===== config.mk =====
export PLATFORM = sky130hd
export DESIGN_NAME = calendar_clock_tick_core
export DESIGN_NICKNAME = d
export VERILOG_FILES = /design/src/rtl/cct_pkg.sv /design/src/rtl/calendar_clock_tick_core.sv /design/src/rtl/cct_month_len.sv /design/src/rtl/cct_advance.sv
export SDC_FILE = /design/constraint.sdc
export NUM_CORES = 1
export LEC_CHECK = 0
export BUFFER_PORTS_ARGS = -buffer_cell sky130_fd_sc_hd__buf_2
export CAP_MARGIN = 40
export CELL_PAD_IN_SITES_DETAIL_PLACEMENT = 0
export CELL_PAD_IN_SITES_GLOBAL_PLACEMENT = 1
export CORE_MARGIN = 3
export CORE_UTILIZATION = 44
export DETAILED_ROUTE_END_ITERATION = 8
export GPL_TIMING_DRIVEN = 0
export PLACE_DENSITY_LB_ADDON = 0.1
export SKIP_CTS_REPAIR_TIMING = 1
export SKIP_LAST_GASP = 1
export SLEW_MARGIN = 20
export SYNTH_ARGS = -nofsm -noshare
export SYNTH_HDL_FRONTEND = slang
export SYNTH_SLANG_ARGS = --single-unit
export TNS_END_PERCENT = 5

===== constraint.sdc =====
create_clock -name clk -period 23.2 [get_ports clk]
set_input_delay 1.16 -clock clk [delete_from_list [all_inputs] [get_ports clk]]
set_output_delay 1.16 -clock clk [all_outputs]
set_load 0.05 [all_outputs]

===== src/rtl/cct_pkg.sv =====
// ----------------------------------------------------------------------------
// cct_pkg: shared types and constants for the calendar clock tick core
// Time-of-day and date record, beat kinds, rollover limits and the month
// codes that set month lengths.
// ----------------------------------------------------------------------------
package cct_pkg;

    // Calendar record; declared high field first so that second sits at bit 0
    typedef struct packed {
        logic [13:0] year;
        logic [3:0]  month;
        logic [2:0]  weekday;
        logic [4:0]  day;
        logic [4:0]  hour;
        logic [5:0]  minute;
        logic [5:0]  second;
    } cal_t;

    localparam int CAL_W  = $bits(cal_t);
    localparam int DATA_W = ((CAL_W + 7) / 8) * 8;

    typedef enum logic {
        OP_TICK = 1'b0,
        OP_LOAD = 1'b1
    } op_t;

    // Rollover limits, compared against the incremented value
    localparam logic [6:0]  SEC_LIMIT   = 7'd60;
    localparam logic [6:0]  MIN_LIMIT   = 7'd60;
    localparam logic [5:0]  HOUR_LIMIT  = 6'd24;
    localparam logic [3:0]  WDAY_LIMIT  = 4'd8;
    localparam logic [4:0]  MONTH_LIMIT = 5'd13;
    localparam logic [13:0] YEAR_MAX    = 14'd9999;

    localparam logic [2:0]  WDAY_FIRST  = 3'd1;
    localparam logic [3:0]  MONTH_FIRST = 4'd1;
    localparam logic [4:0]  DAY_FIRST   = 5'd1;

    // Month codes with a length other than 31 days
    localparam logic [3:0] MONTH_FEB = 4'd2;
    localparam logic [3:0] MONTH_APR = 4'd4;
    localparam logic [3:0] MONTH_JUN = 4'd6;
    localparam logic [3:0] MONTH_SEP = 4'd9;
    localparam logic [3:0] MONTH_NOV = 4'd11;

    localparam logic [4:0] LEN_LONG      = 5'd31;
    localparam logic [4:0] LEN_SHORT     = 5'd30;
    localparam logic [4:0] LEN_FEB_LEAP  = 5'd29;
    localparam logic [4:0] LEN_FEB_PLAIN = 5'd28;

    // year / 25 as (year * 5243) >> 17, exact for any 14-bit year
    localparam logic [12:0] DIV25_RECIP = 13'd5243;
    localparam int          DIV25_SHIFT = 17;
    localparam logic [4:0]  DIV25_BASE  = 5'd25;

    localparam cal_t CAL_RESET = '{
        year:    14'd2000,
        month:   4'd1,
        weekday: 3'd1,
        day:     5'd1,
        hour:    5'd0,
        minute:  6'd0,
        second:  6'd0
    };

endpackage


===== src/rtl/calendar_clock_tick_core.sv =====
// ----------------------------------------------------------------------------
// calendar_clock_tick_core: real-time clock and calendar
// Each input beat is a one-second tick or a load of the full time and date;
// each yields one output beat with the time and date after it.
//
//   Channel   Dir   Payload
//   s_*       in    tuser: op; tdata: load_second..load_year
//   m_*       out   tdata: second..year
//
// One beat per cycle sustained while the output is not stalled; each beat passes
// through the input register and the calendar register that also drives m_tdata.
// Reset sets 00:00:00, day 1, weekday 1, January 2000, with both stages empty.
// A stalled output holds its beat; one more input beat is taken meanwhile
// and then s_tready drops until the output moves.
// ----------------------------------------------------------------------------
module calendar_clock_tick_core (
    input  logic                       clk,
    input  logic                       rst_n,
    input  logic                       s_tvalid,
    output logic                       s_tready,
    // [5:0] load_second, [11:6] load_minute, [16:12] load_hour, [21:17] load_day,
    // [24:22] load_weekday, [28:25] load_month, [42:29] load_year, rest zero
    input  logic [cct_pkg::DATA_W-1:0] s_tdata,
    // [0] op
    input  logic [0:0]                 s_tuser,
    output logic                       m_tvalid,
    input  logic                       m_tready,
    // [5:0] second, [11:6] minute, [16:12] hour, [21:17] day,
    // [24:22] weekday, [28:25] month, [42:29] year, rest zero
    output logic [cct_pkg::DATA_W-1:0] m_tdata
);
    import cct_pkg::*;

    logic in_valid_reg;
    logic in_valid_next;
    op_t  in_op_reg;
    cal_t in_cal_reg;
    logic out_valid_reg;
    logic out_valid_next;
    cal_t cal_reg;
    cal_t cal_next;
    logic adv;

    // move the held beat into the calendar register when the output is free
    assign adv      = in_valid_reg && (!out_valid_reg || m_tready);
    assign s_tready = !in_valid_reg || adv;

    cct_advance u_advance (
        .op  (in_op_reg),
        .cur (cal_reg),
        .ld  (in_cal_reg),
        .nxt (cal_next)
    );

    always_comb
    begin
        in_valid_next  = s_tready ? s_tvalid : in_valid_reg;
        out_valid_next = adv ? 1'b1 : (m_tready ? 1'b0 : out_valid_reg);
    end

    always_ff @(posedge clk or negedge rst_n)
    begin
        if (!rst_n)
        begin
            in_valid_reg  <= 1'b0;
            out_valid_reg <= 1'b0;
            cal_reg       <= CAL_RESET;
        end
        else
        begin
            in_valid_reg  <= in_valid_next;
            out_valid_reg <= out_valid_next;
            if (adv)
            begin
                cal_reg <= cal_next;
            end
        end
    end

    always_ff @(posedge clk)
    begin
        if (s_tvalid && s_tready)
        begin
            in_op_reg  <= op_t'(s_tuser[0]);
            in_cal_reg <= cal_t'(s_tdata[CAL_W-1:0]);
        end
    end

    assign m_tvalid = out_valid_reg;
    assign m_tdata  = {{(DATA_W - CAL_W){1'b0}}, cal_reg};

    a_empty_out_ready: assert property (@(posedge clk) disable iff (!rst_n)
        !out_valid_reg |-> s_tready)
        else $error("input stalled with empty output");

    a_adv_fills_out: assert property (@(posedge clk) disable iff (!rst_n)
        adv |=> out_valid_reg)
        else $error("advanced beat not presented");

    a_load_copies: assert property (@(posedge clk) disable iff (!rst_n)
        (adv && (in_op_reg == OP_LOAD)) |=> (cal_reg == $past(in_cal_reg)))
        else $error("load not taken as given");

    a_tick_second: assert property (@(posedge clk) disable iff (!rst_n)
        (adv && (in_op_reg == OP_TICK)) |=>
            ((cal_reg.second == 6'd0) || (cal_reg.second == $past(cal_reg.second) + 6'd1)))
        else $error("tick did not step seconds");

    a_hold_idle: assert property (@(posedge clk) disable iff (!rst_n)
        !adv |=> $stable(cal_reg))
        else $error("calendar changed without a beat");

endmodule


===== src/rtl/cct_month_len.sv =====
// ----------------------------------------------------------------------------
// cct_month_len: length of the current month
// Gregorian leap test on the year and the day count for the month code.
// ----------------------------------------------------------------------------
module cct_month_len (
    input  logic [3:0]  month,
    input  logic [13:0] year,
    output logic [4:0]  length
);
    import cct_pkg::*;

    logic [26:0] prod;
    logic [9:0]  quot;
    logic [13:0] quot_x25;
    logic [4:0]  rem25;
    logic        leap;

    // divisible by 100 = divisible by 4 and 25; by 400 = by 16 and 25
    always_comb
    begin
        prod     = year * DIV25_RECIP;
        quot     = prod[DIV25_SHIFT +: 10];
        quot_x25 = 14'(quot * DIV25_BASE);
        rem25    = 5'(year - quot_x25);
        leap     = (year[1:0] == 2'b00) && ((rem25 != 5'd0) || (year[3:0] == 4'b0000));
    end

    always_comb
    begin
        unique case (month)
            MONTH_APR, MONTH_JUN, MONTH_SEP, MONTH_NOV: length = LEN_SHORT;
            MONTH_FEB: length = leap ? LEN_FEB_LEAP : LEN_FEB_PLAIN;
            default:   length = LEN_LONG;
        endcase
    end

endmodule


===== src/rtl/cct_advance.sv =====
// ----------------------------------------------------------------------------
// cct_advance: next calendar state for one beat
// A load takes the given fields; a tick carries seconds up through the year.
// ----------------------------------------------------------------------------
module cct_advance (
    input  cct_pkg::op_t  op,
    input  cct_pkg::cal_t cur,
    input  cct_pkg::cal_t ld,
    output cct_pkg::cal_t nxt
);
    import cct_pkg::*;

    logic [4:0] month_days;
    logic [6:0] sec_inc;
    logic [6:0] min_inc;
    logic [5:0] hour_inc;
    logic [3:0] wday_inc;
    logic [5:0] day_inc;
    logic [4:0] mon_inc;
    logic       sec_wrap;
    logic       min_wrap;
    logic       hour_wrap;
    logic       month_end;
    logic       mon_wrap;

    cct_month_len u_month_len (
        .month  (cur.month),
        .year   (cur.year),
        .length (month_days)
    );

    always_comb
    begin
        sec_inc   = {1'b0, cur.second} + 7'd1;
        min_inc   = {1'b0, cur.minute} + 7'd1;
        hour_inc  = {1'b0, cur.hour} + 6'd1;
        wday_inc  = {1'b0, cur.weekday} + 4'd1;
        day_inc   = {1'b0, cur.day} + 6'd1;
        mon_inc   = {1'b0, cur.month} + 5'd1;
        sec_wrap  = sec_inc >= SEC_LIMIT;
        min_wrap  = min_inc >= MIN_LIMIT;
        hour_wrap = hour_inc >= HOUR_LIMIT;
        month_end = day_inc > {1'b0, month_days};
        mon_wrap  = mon_inc >= MONTH_LIMIT;

        nxt = cur;
        if (op == OP_LOAD)
        begin
            nxt = ld;
        end
        else
        begin
            nxt.second = sec_wrap ? 6'd0 : sec_inc[5:0];
            if (sec_wrap)
            begin
                nxt.minute = min_wrap ? 6'd0 : min_inc[5:0];
            end
            if (sec_wrap && min_wrap)
            begin
                nxt.hour = hour_wrap ? 5'd0 : hour_inc[4:0];
            end
            // day carry: weekday, then month and year when the month runs out
            if (sec_wrap && min_wrap && hour_wrap)
            begin
                nxt.weekday = ((wday_inc >= WDAY_LIMIT) || (cur.weekday == 3'd0))
                              ? WDAY_FIRST : wday_inc[2:0];
                nxt.day     = month_end ? DAY_FIRST : day_inc[4:0];
                if (month_end)
                begin
                    nxt.month = mon_wrap ? MONTH_FIRST : mon_inc[3:0];
                    if (mon_wrap)
                    begin
                        nxt.year = (cur.year >= YEAR_MAX) ? 14'd0 : cur.year + 14'd1;
                    end
                end
            end
        end
    end

endmodule

==> results.cfg <==
[global_route]
grt_pass1_wl_um = 31000
overflow = 0
antenna_found_initial = 0
gr-usage-all-layers_pct = 19.4
grt_pass1_vias = 6227
grt_max_degree = 46

[setup_path]
cp_slowest_cell = dfrtp_1
critPathRequiredTime_ns = 23.42
critical_path_class = flip-flop to flip-flop
critPathMostFrequentCell = inv_1
worstSetupEndpointType = flip-flop
critPathMaxFanout = 13
cp_data_arrival_time_ns = 9.68
start_kind = flip-flop
critPathMaxStageDelay_ns = 0.74
r2r_cells = 37

[floorplan]
dieArea_sq_um = 19900
num_io_pins = 103
dieWidth_um = 141
placementRows = 48
start_util_pct = 45.6
die_y_um = 141
coreArea_sq_um = 17600

[synth]
yosysTopAreaCellShare_pct = 18.2
ys_ff_latch = 89
seq_area_frac_synth_pct = 30.6
syn_inst = 793
synthDistinctLibCells = 65
synth_area_leaders = ha_1 (18%), edfxtp_1 (16%), fa_1 (16%), dfrtp_1 (11%), inv_1 (7.5%)
synth-edff-count = 44
avgSynthCellArea_sq_um = 10.1
synthArstFlopShare_pct = 50.6
ys.flop_type = edfxtp_1
ys_warn_count = 0
yosys.area.top_type = ha_1
synth_area_sq_um = 8020

[cells_and_area]
final_area_sq_um = 9110
layout_commonest_cell = inv_1
num-fill-cells = 1658
nNetsFinal = 1134
seq_area_sq_um = 2460
final_cell_mix = inv_1 (161), ha_1 (117), buf_2 (93), fa_1 (63), nand2_1 (55)
area_delta_synth_final_pct = 13.5
drive_above_1_share_pct = 15.3
antenna_cells = 0
multi_input_area_sq_um = 4880

[cts]
htree_levels = 3
clock_path_buffers = 2
clk_pin_slew_ns = 0.07
numCtsBuffers = 9
tritoncts = done
insertion_delay_ns = 0.34
cts-root-buf = clkbuf_16
cts.sinks = 89

[drt]
drtAntennaViolNets = 0
avgRoutedWirePerCell_um = 16.8
wirelength_um = 19000
drt-pass1-iter-count = 5
drt-initial-drc-count = 284
drc = 0
vias_per_cell = 5.28
vias = 5976

[sta]
period_minus_slack_ns = 9.46
setup_violations = 0
rsz0062_at_grt = no
drv_slew = 0
tns_ns = 0
skew_ns = 0.0103
post-route-period-util_pct = 40.8
max_freq_mhz = 106
fin_ws_ns = 13.74
worst_pin_slew_ns = 0.707
slew_headroom_pct = 52.8
holdWs_ns = 0.472
hold_viol_final = 0

[place]
port_buffers = 92
place_ws_ns = 13.82
dpl_cell_area_sq_um = 8810
dp_hpwl_um = 15100
finalWeightedCongestion = 0.830

[hold_path]
hold-path-cell-count = 1
hp-class = flip-flop to flip-flop

[run_status]
status = finished clean

[run]
drv_cap = 0
## metal layers
layer  GRT usage [%]  wire, um  part of all wire, %  vias to the layer above
li1                -         -                    -                     2890
met1            25.0      8260                   43                     2904
met2            33.6      9490                   50                      158
met3            2.58       834                  4.4                       24
met4            6.37       450                  2.4                        0
met5               0         0                    0                        -
## cell usage after synthesis, types with 6 or more instances
library cell and number:
dfrtp_1 36, a22o_1 17, nand3_1 21, dfstp_2 9
nand2b_1 9, a31oi_1 6, o21ai_1 12, xor2_1 7
clkbuf_1 9, and3_1 10, edfxtp_1 44, inv_1 161
nor2_1 28, a21o_1 6, buf_4 6, ha_1 117
nand4_1 6, a21oi_1 32, o21ai_0 26, nand2_1 55
a211oi_1 8, a22oi_1 9, o31ai_1 10, fa_1 63
xnor2_1 14, nor3_1 11
## worst paths after layout
check	slack (ns)	from	to
min in group asynchronous	0.84	rst_n	m_tdata[24]$_DFFE_PN0P_
worst max-delay path	13.74	m_tdata[40]$_DFFE_PN0P_	m_tdata[32]$_DFFE_PN0P_
max in group asynchronous	21.93	rst_n	m_tdata[3]$_DFFE_PN0P_
worst min-delay path	0.47	in_cal_reg[8]$_DFFE_PP_	m_tdata[8]$_DFFE_PN0P_
worst max register to register	13.74	m_tdata[40]$_DFFE_PN0P_	m_tdata[32]$_DFFE_PN0P_
worst min register to register	0.47	in_cal_reg[8]$_DFFE_PP_	m_tdata[8]$_DFFE_PN0P_
## layout make-up
cell class                      instances  area share (%)
Buffer                                 18            1.02
Timing Repair Buffer                   93            5.39
Clock inverter                          7           0.769
Clock buffer                            9            2.47
Multi-Input combinational cell        528            53.6
Tap cell                              225            3.09
Sequential cell                        89            27.0
Inverter                              162            6.68
## cell families (layout without fill, tap and decap cells)
kind of cell	after synthesis	in the layout	synth area share [%]
muxes	4	4	0.686
and+or+nand+nor	159	159	9.65
other	1	5	0.0467
buffers and inverters	180	289	8.73
DFF	89	89	30.6
xor gates and xnor gates	22	22	2.50
adders and majority gates	180	180	34.0
AOI/OAI and AO/OA	158	158	13.8
## stage by stage
stage	utilization [%]	instances
global placement	49.9	1114
global route	51.8	1131
floorplan	-	797
detailed placement	50.1	1115
finish	51.8	1131
CTS	51.8	1131
## worst max-delay path, delay by kind of cell, from the launching register on
kind                       cells  cell delay, ns
AOI/OAI and AO/OA             12            2.51
xor gates and xnor gates       3            0.62
adders and majority gates     10            4.13
buffers and inverters          8            0.83
DFF                            1            0.74
and+or+nand+nor                4            0.45
Power is left out: the tool's default activity adds up to more than one toggle a clock period on the data nets, which glitch-free logic cannot reach.
